--- src/rtl/obb_overlap_test_unit_assert.svh ---
// Assertion macros for the OBB overlap test unit.
// Used by rtl/obb_queue.sv and rtl/obb_overlap_test_unit.sv; expects clk and rst_n in scope.
`ifndef OBB_OVERLAP_TEST_UNIT_ASSERT_SVH
`define OBB_OVERLAP_TEST_UNIT_ASSERT_SVH
`ifndef NO_ASSERTIONS
`define OBB_ASSERT(lbl, prop, msg) \
  lbl: assert property (@(posedge clk) disable iff (!rst_n) prop) else $error(msg);
`define OBB_ASSERT_NEXT(lbl, ante, cons, msg) \
  lbl: assert property (@(posedge clk) disable iff (!rst_n) (ante) |=> (cons)) else $error(msg);
`else
`define OBB_ASSERT(lbl, prop, msg)
`define OBB_ASSERT_NEXT(lbl, ante, cons, msg)
`endif
`endif

--- src/rtl/obb_pkg.sv ---
// Shared widths, types and queue entry layout for the OBB overlap test unit.
// No dependencies.
package obb_pkg;
  localparam int CB    = 16;
  localparam int RF    = CB - 2;
  localparam int FLD_W = 48;
  localparam int QD    = 4;
  localparam int QP_W  = $clog2(QD);
  localparam int QC_W  = $clog2(QD + 1);
  localparam int PW0   = 2 * CB;
  localparam int DW    = 2 * CB + 3;
  localparam int CW    = 2 * CB + 2;
  localparam int MW    = CB + DW;
  localparam int ADW   = MW + 2;
  localparam int EW    = CB + CW;
  localparam int RW    = EW + 3;
  localparam int FW    = ((ADW > RW) ? ADW : RW) + 1;
  localparam int SPL   = ADW / 2;
  localparam int HIW   = ADW - SPL;
  localparam int PPW   = HIW + CW + 1;
  localparam int DSW   = ADW + CW + 1;
  localparam int XW    = DSW + 1;

  typedef logic signed [CB-1:0]  comp_t;
  typedef logic signed [PW0-1:0] prod_t;
  typedef logic signed [DW-1:0]  d_t;
  typedef logic signed [CW-1:0]  c_t;
  typedef logic signed [MW-1:0]  m_t;
  typedef logic signed [ADW-1:0] ad_t;
  typedef logic signed [EW-1:0]  e_t;
  typedef logic signed [RW-1:0]  r_t;
  typedef logic signed [FW-1:0]  f_t;
  typedef logic signed [SPL:0]   lo_t;
  typedef logic signed [HIW-1:0] hi_t;
  typedef logic signed [PPW-1:0] pp_t;
  typedef logic signed [DSW-1:0] ds_t;
  typedef logic signed [XW-1:0]  x_t;

  typedef struct packed {
    logic [FLD_W-1:0] a_axis_x;
    logic [FLD_W-1:0] a_axis_y;
    logic [FLD_W-1:0] a_axis_z;
    logic [FLD_W-1:0] a_position;
    logic [FLD_W-1:0] a_center;
    logic [FLD_W-1:0] a_extent;
    logic [FLD_W-1:0] b_axis_x;
    logic [FLD_W-1:0] b_axis_y;
    logic [FLD_W-1:0] b_axis_z;
    logic [FLD_W-1:0] b_position;
    logic [FLD_W-1:0] b_center;
    logic [FLD_W-1:0] b_extent;
  } pair_t;

  typedef struct packed {
    comp_t [2:0][2:0] ax;
    comp_t [2:0][2:0] bx;
    comp_t [2:0]      ea;
    comp_t [2:0]      eb;
    d_t    [2:0]      d;
    c_t    [2:0][2:0] c;
  } qent_t;

  typedef struct packed {
    logic vld;
    logic afull;
  } qstat_t;
endpackage

--- src/rtl/obb_queue.sv ---
// Short request queue between front and back ends.
// Depends on obb_pkg and obb_overlap_test_unit_assert.svh.
`include "obb_overlap_test_unit_assert.svh"
module obb_queue import obb_pkg::*; (
  input  logic   clk,
  input  logic   rst_n,
  input  logic   push,
  input  qent_t  din,
  output qstat_t st,
  output qent_t  dout
);
  qent_t q_r [QD];
  logic [QP_W-1:0] wp_r;
  logic [QP_W-1:0] rp_r;
  logic [QC_W-1:0] count_r;
  logic [QC_W-1:0] count_nxt;
  logic pop;

  // back end never stalls: drain every cycle
  assign pop       = (count_r != '0);
  assign count_nxt = count_r + QC_W'(push) - QC_W'(pop);

  always_ff @(posedge clk) begin
    if (!rst_n) begin
      wp_r    <= '0;
      rp_r    <= '0;
      count_r <= '0;
    end else begin
      count_r <= count_nxt;
      if (push) begin
        wp_r <= wp_r + QP_W'(1);
      end
      if (pop) begin
        rp_r <= rp_r + QP_W'(1);
      end
    end
  end

  always_ff @(posedge clk) begin
    if (push) begin
      q_r[wp_r] <= din;
    end
  end

  assign dout     = q_r[rp_r];
  assign st.vld   = pop;
  // two requests may still be in flight in the front end
  assign st.afull = (count_r >= QC_W'(QD - 2));

  `OBB_ASSERT(a_q_no_ovf, push |-> (count_r != QC_W'(QD)), "queue overflow")
  `OBB_ASSERT_NEXT(a_q_inc, push && !pop, count_r == $past(count_r) + QC_W'(1), "queue count")
  `OBB_ASSERT_NEXT(a_q_dec, pop && !push, count_r == $past(count_r) - QC_W'(1), "queue count")
endmodule

--- config.mk ---
export PLATFORM = sky130hd
export DESIGN_NAME = obb_queue
export DESIGN_NICKNAME = d
export VERILOG_FILES = /design/src/rtl/obb_pkg.sv /design/src/rtl/obb_queue.sv
export VERILOG_INCLUDE_DIRS = /design/src /design/src/rtl
export SDC_FILE = /design/constraint.sdc
export NUM_CORES = 2
export LEC_CHECK = 0
export ABC_AREA = 1
export BUFFER_PORTS_ARGS = -buffer_cell sky130_fd_sc_hd__clkbuf_2
export CAP_MARGIN = 20
export CORE_AREA = 2 2 650 652
export DETAILED_ROUTE_END_ITERATION = 16
export DIE_AREA = 0 0 652 654
export SKIP_CTS_REPAIR_TIMING = 1
export SYNTH_ARGS = -nofsm -noshare
export SYNTH_HDL_FRONTEND = slang
export SYNTH_SLANG_ARGS = --single-unit
--- constraint.sdc ---
create_clock -name clk -period 15.6 [get_ports clk]
set_input_delay 0.78 -clock clk [delete_from_list [all_inputs] [get_ports clk]]
set_output_delay 0.78 -clock clk [all_outputs]
set_load 0.005 [all_outputs]
# [Word level (Yosys, flattened, before mapping)]
# Memory sizes are Yosys's and may differ from the RTL's. A register that Yosys moved wholly into a read port is not among the register bits.
# Cells that the tools add are included.
[word_totals] wordCells=14 mem_bits_rw=3180 n_memories=1 inputBits=798 output_inout_bits=797 reg_bits=7
[mem_list] name="q_r" depth=4 width=795 rd=1 rd_ports_with_merged_regs=1 wr=1 line="obb_queue.sv:12" rtl="qent_t q_r [QD];"
[classes] magnitude_cmp=1 n_addsub=4 reduce_logical=1 muxes=4
[op_table] operator="$add 2x1->2 const B" n=2
[op_table] operator="$mux 2" n=2
[op_table] operator="$add 3x1->3" n=1
[op_table] operator="$ge 3x2->1 const B" n=1
[op_table] operator="$reduce_bool 3->1" n=1
[op_table] operator="$sub 3x1->3" n=1
[op_table] operator="$mux 1" n=2

# [Longest topological paths before layout]
[logic_depth] word_depth=3 ltp_mapped=9

# [Worst setup path before layout]
# OpenSTA, ideal clock, no wires.
[synth_timing] kind="input -> register" from="input push" to="memory q_r[2][0] in the netlist's numbering, enable pin" path_stages=2 arrival_ps=16006 required_time_ps=14464 setup_slack_ps=-1542 cell_sequence="nand2_1 inv_1"
[synth_via] elab_chain_cells=2
[synth_rtl] element="from (decl)" line="obb_queue.sv:7" rtl="input logic push,"
[synth_rtl] element="$mux 1" line="obb_queue.sv:40" rtl="if (push) begin"
[synth_rtl] element="$mux 1 (not written as such)" line="obb_queue.sv:41" rtl="q_r[wp_r] <= din;"
[synth_rtl] element="to (decl)" line="obb_queue.sv:12"
# No other way between the ends.

==> metrics.txt <==
status=finished clean; Worst VDD drop=190 uV; P_int=roughly 0.017 W; placeable core area=around 420,000 um^2; CTS max path bufs=4; worst clock skew=between 0.05 and 0.06 ns; Finished Core Util=between 30% and 40%; CP Capture Type=primary output; area grow syn2layout=19.3%; Synth Area per Inst=13.4 um^2; Chip Height=654 um; CTS tree=done; CTS root buf=clkbuf_16; Clock transition at path regs=0.06 ns; crit start category=register; initial drt markers=between 5k and 6k; DR WL/cell=between 20 and 25 um; DR DRC count=0; mapped cell area=125,000 um^2; setup TNS=0 ns; # IOs=about 1.6k; hold path startpoint=din[439]; Synth Net Count=approximately 10k; most common cell after layout, fill and taps aside=edfxtp_1; worst path bufs/invs=5; placed cells=16.0k; initial antenna violation count=165; Sw Pwr=around 0.0084 W; Placed Area=139,000 um^2; sw frac=between 30 and 40%; number of synthesis warnings=0; Slew @ Worst Pin=~1.3 ns; die area=~430,000 um^2; Post-Route WL=356 mm; Pins Over Slew Limit=0; depth of the most critical reg-to-reg path=8; number of global-route vias before repair=69.0k; required time of the worst setup path=14.82 ns; flops & latches, synth=3,189; Reg-to-Reg End=q_r[1][490]$_DFFE_PP_; Synth cell types=21; unrepaired setup endpoints after global routing=no; final hold violations=0; Leak=56.7 nW; share of post-route cells with drive strength above 1=21.1%; CP peak stage delay=0.77 ns; Std-Cell Rows=238; Comb pwr share=29.0%; most frequent cells in the layout=edfxtp_1, inv_1, nand2_1, clkbuf_2, a21oi_1; clock network fraction of total power=31.2%; router iterations before antenna repair=6; I/O Buffers=1,594; total global routing overflow=0; R2R Setup Slk=11.35 ns; largest net degree at the start of global routing=between 200 and 300; MaxCap Viol Count=0; worst hold path class=in -> reg; Worst Setup Path Type=reg -> out; Mapped Cells=9,335; max_slew headroom=about an eighth; post-route cell area=150,000 um^2; hold path depth=1; Max Clk Rate=172 MHz; sequence of cells on the critical path=buf_4 > buf_12 > buf_12 > buf_4 > o211ai_1 > nand2_1 > clkbuf_2; Seq/Total Area, Yosys=76.3%; period utilisation layout=37.4%; DP Wirelength=243 mm; Worst-Skew Late Latency=0.92 ns; NumNets Final=11.6k; WHS Endpoint=q_r[3][439]$_DFFE_PP_; Critical Path Fanout Max=between 200 and 250; PD cells=167 nW/um^2; htree depth=5; filler cell count=about 40k; Clock Sinks=3,189; fin cells=16.7k; endpoints failing setup=0; routed via count=between 70k and 80k; width of the die=652 um; crit path DAT=5.05 ns; Tot GR Track Use=15.8%; Vias/cell=4.49; critical path's slowest cell=buf_4; Initial Util=29.9%; ANT nets after route=0; CTS buffer count=342; global-route wire length before repair=493 mm; Top delay family on crit path=buffers and inverters; RD Place Congestion=0.857; origin of the critical flop-to-flop path=wp_r[1]$_SDFFE_PN0P_; Seq pwr share=39.8%; Tmin final=5.83 ns
[sequential cells by signal (all words and copies together), names as in the netlist, named ones only]
signal   flops
count_r      3
rp_r         2
q_r       3180
wp_r         2
[worst reg2reg max path: stages (launching register included)]
cell and delay (ns):
dfxtp_1 0.33, inv_1 0.10, ha_1 0.16, nand2_1 0.13, inv_8 0.44, buf_4 0.44
buf_4 0.62, buf_4 0.92, buf_4 0.73
[cell families after synthesis]
logic type	Yosys count	share of synthesized area [%]
xor+xnor	1	0.00699
fa+ha+maj	8	0.0858
flops	3189	76.3
simple gates	1606	4.81
buf+inv	2138	6.87
compound gates	2393	11.9
[synthesized netlist by cell type]
master / number / area share [%]
a21oi_1: 800 / 3.2
buf_1: 22 / 0.066
buf_2: 255 / 1.0
buf_4: 19 / 0.11
buf_6: 26 / 0.23
clkbuf_1: 209 / 0.63
clkbuf_4: 1 / 0.0060
dfxtp_1: 9 / 0.14
edfxtp_1: 3180 / 76
fa_1: 1 / 0.016
ha_1: 7 / 0.070
inv_1: 1606 / 4.8
nand2_1: 1601 / 4.8
nand3_1: 2 / 0.0080
nor2_1: 3 / 0.0090
o211ai_1: 605 / 3.6
o211ai_2: 190 / 1.9
o21ai_0: 792 / 3.2
o21ai_1: 5 / 0.020
o31ai_1: 1 / 0.0060
xnor2_1: 1 / 0.0070
[power by group through the flow]
stage / sequential, W / clock (W) / combinational [W]
after floorplan: 0.0103 / 0 / 0.00397
after global placement: 0.0101 / 0 / 0.00734
after detailed placement: 0.0101 / 0 / 0.00740
after CTS: 0.00993 / 0.00797 / 0.00742
after global routing: 0.00995 / 0.00829 / 0.00797
final: 0.00993 / 0.00778 / 0.00725
[layer usage]
metal | wire (um) | global-route usage, % | share of wire (%) | up-vias
met5 | 685 | 0 | 0.19 | -
met4 | 15600 | 6.58 | 4.4 | 102
met3 | 27200 | 4.83 | 7.6 | 765
met2 | 183000 | 28.5 | 51 | 2140
met1 | 130000 | 17.1 | 36 | 36200
li1 | - | - | - | 35800
[through the flow]
stage                     worst slack [ns]  total power (W)  hold WS [ns]
after floorplan                      -1.54           0.0143         0.488
after global placement               10.61           0.0174         0.509
after detailed placement             10.59           0.0175         0.515
after CTS                             9.58           0.0253       -0.0457
after global routing                  9.36           0.0262      0.000665
final                                 9.77           0.0250        0.0762
[layout make-up]
| type | count | area [um^2] | share of cell area, % |
|---|---|---|---|
| diodes | 62 | 155 | 0.104 |
| clock buffers | 422 | 9020 | 6.03 |
| clock inverters | 187 | 1700 | 1.14 |
| inverters | 1606 | 6050 | 4.05 |
| multi-input cells | 4008 | 21100 | 14.1 |
| flip-flops and latches | 3189 | 95700 | 64.0 |
| well taps | 5520 | 6910 | 4.62 |
| repair buffers | 1691 | 9000 | 6.01 |
[worst max path at each step]
stage,from,end,cells after the start
4_1_cts,register,dout[26],7
5_1_grt,register,dout[539],7
2_1_floorplan,push,q_r[0][0]$_DFFE_PP_,2
3_5_place_dp,register,dout[26],7
6_report,register,dout[26],7
3_3_place_gp,register,dout[26],7
Power figures use the tool's default switching activity.
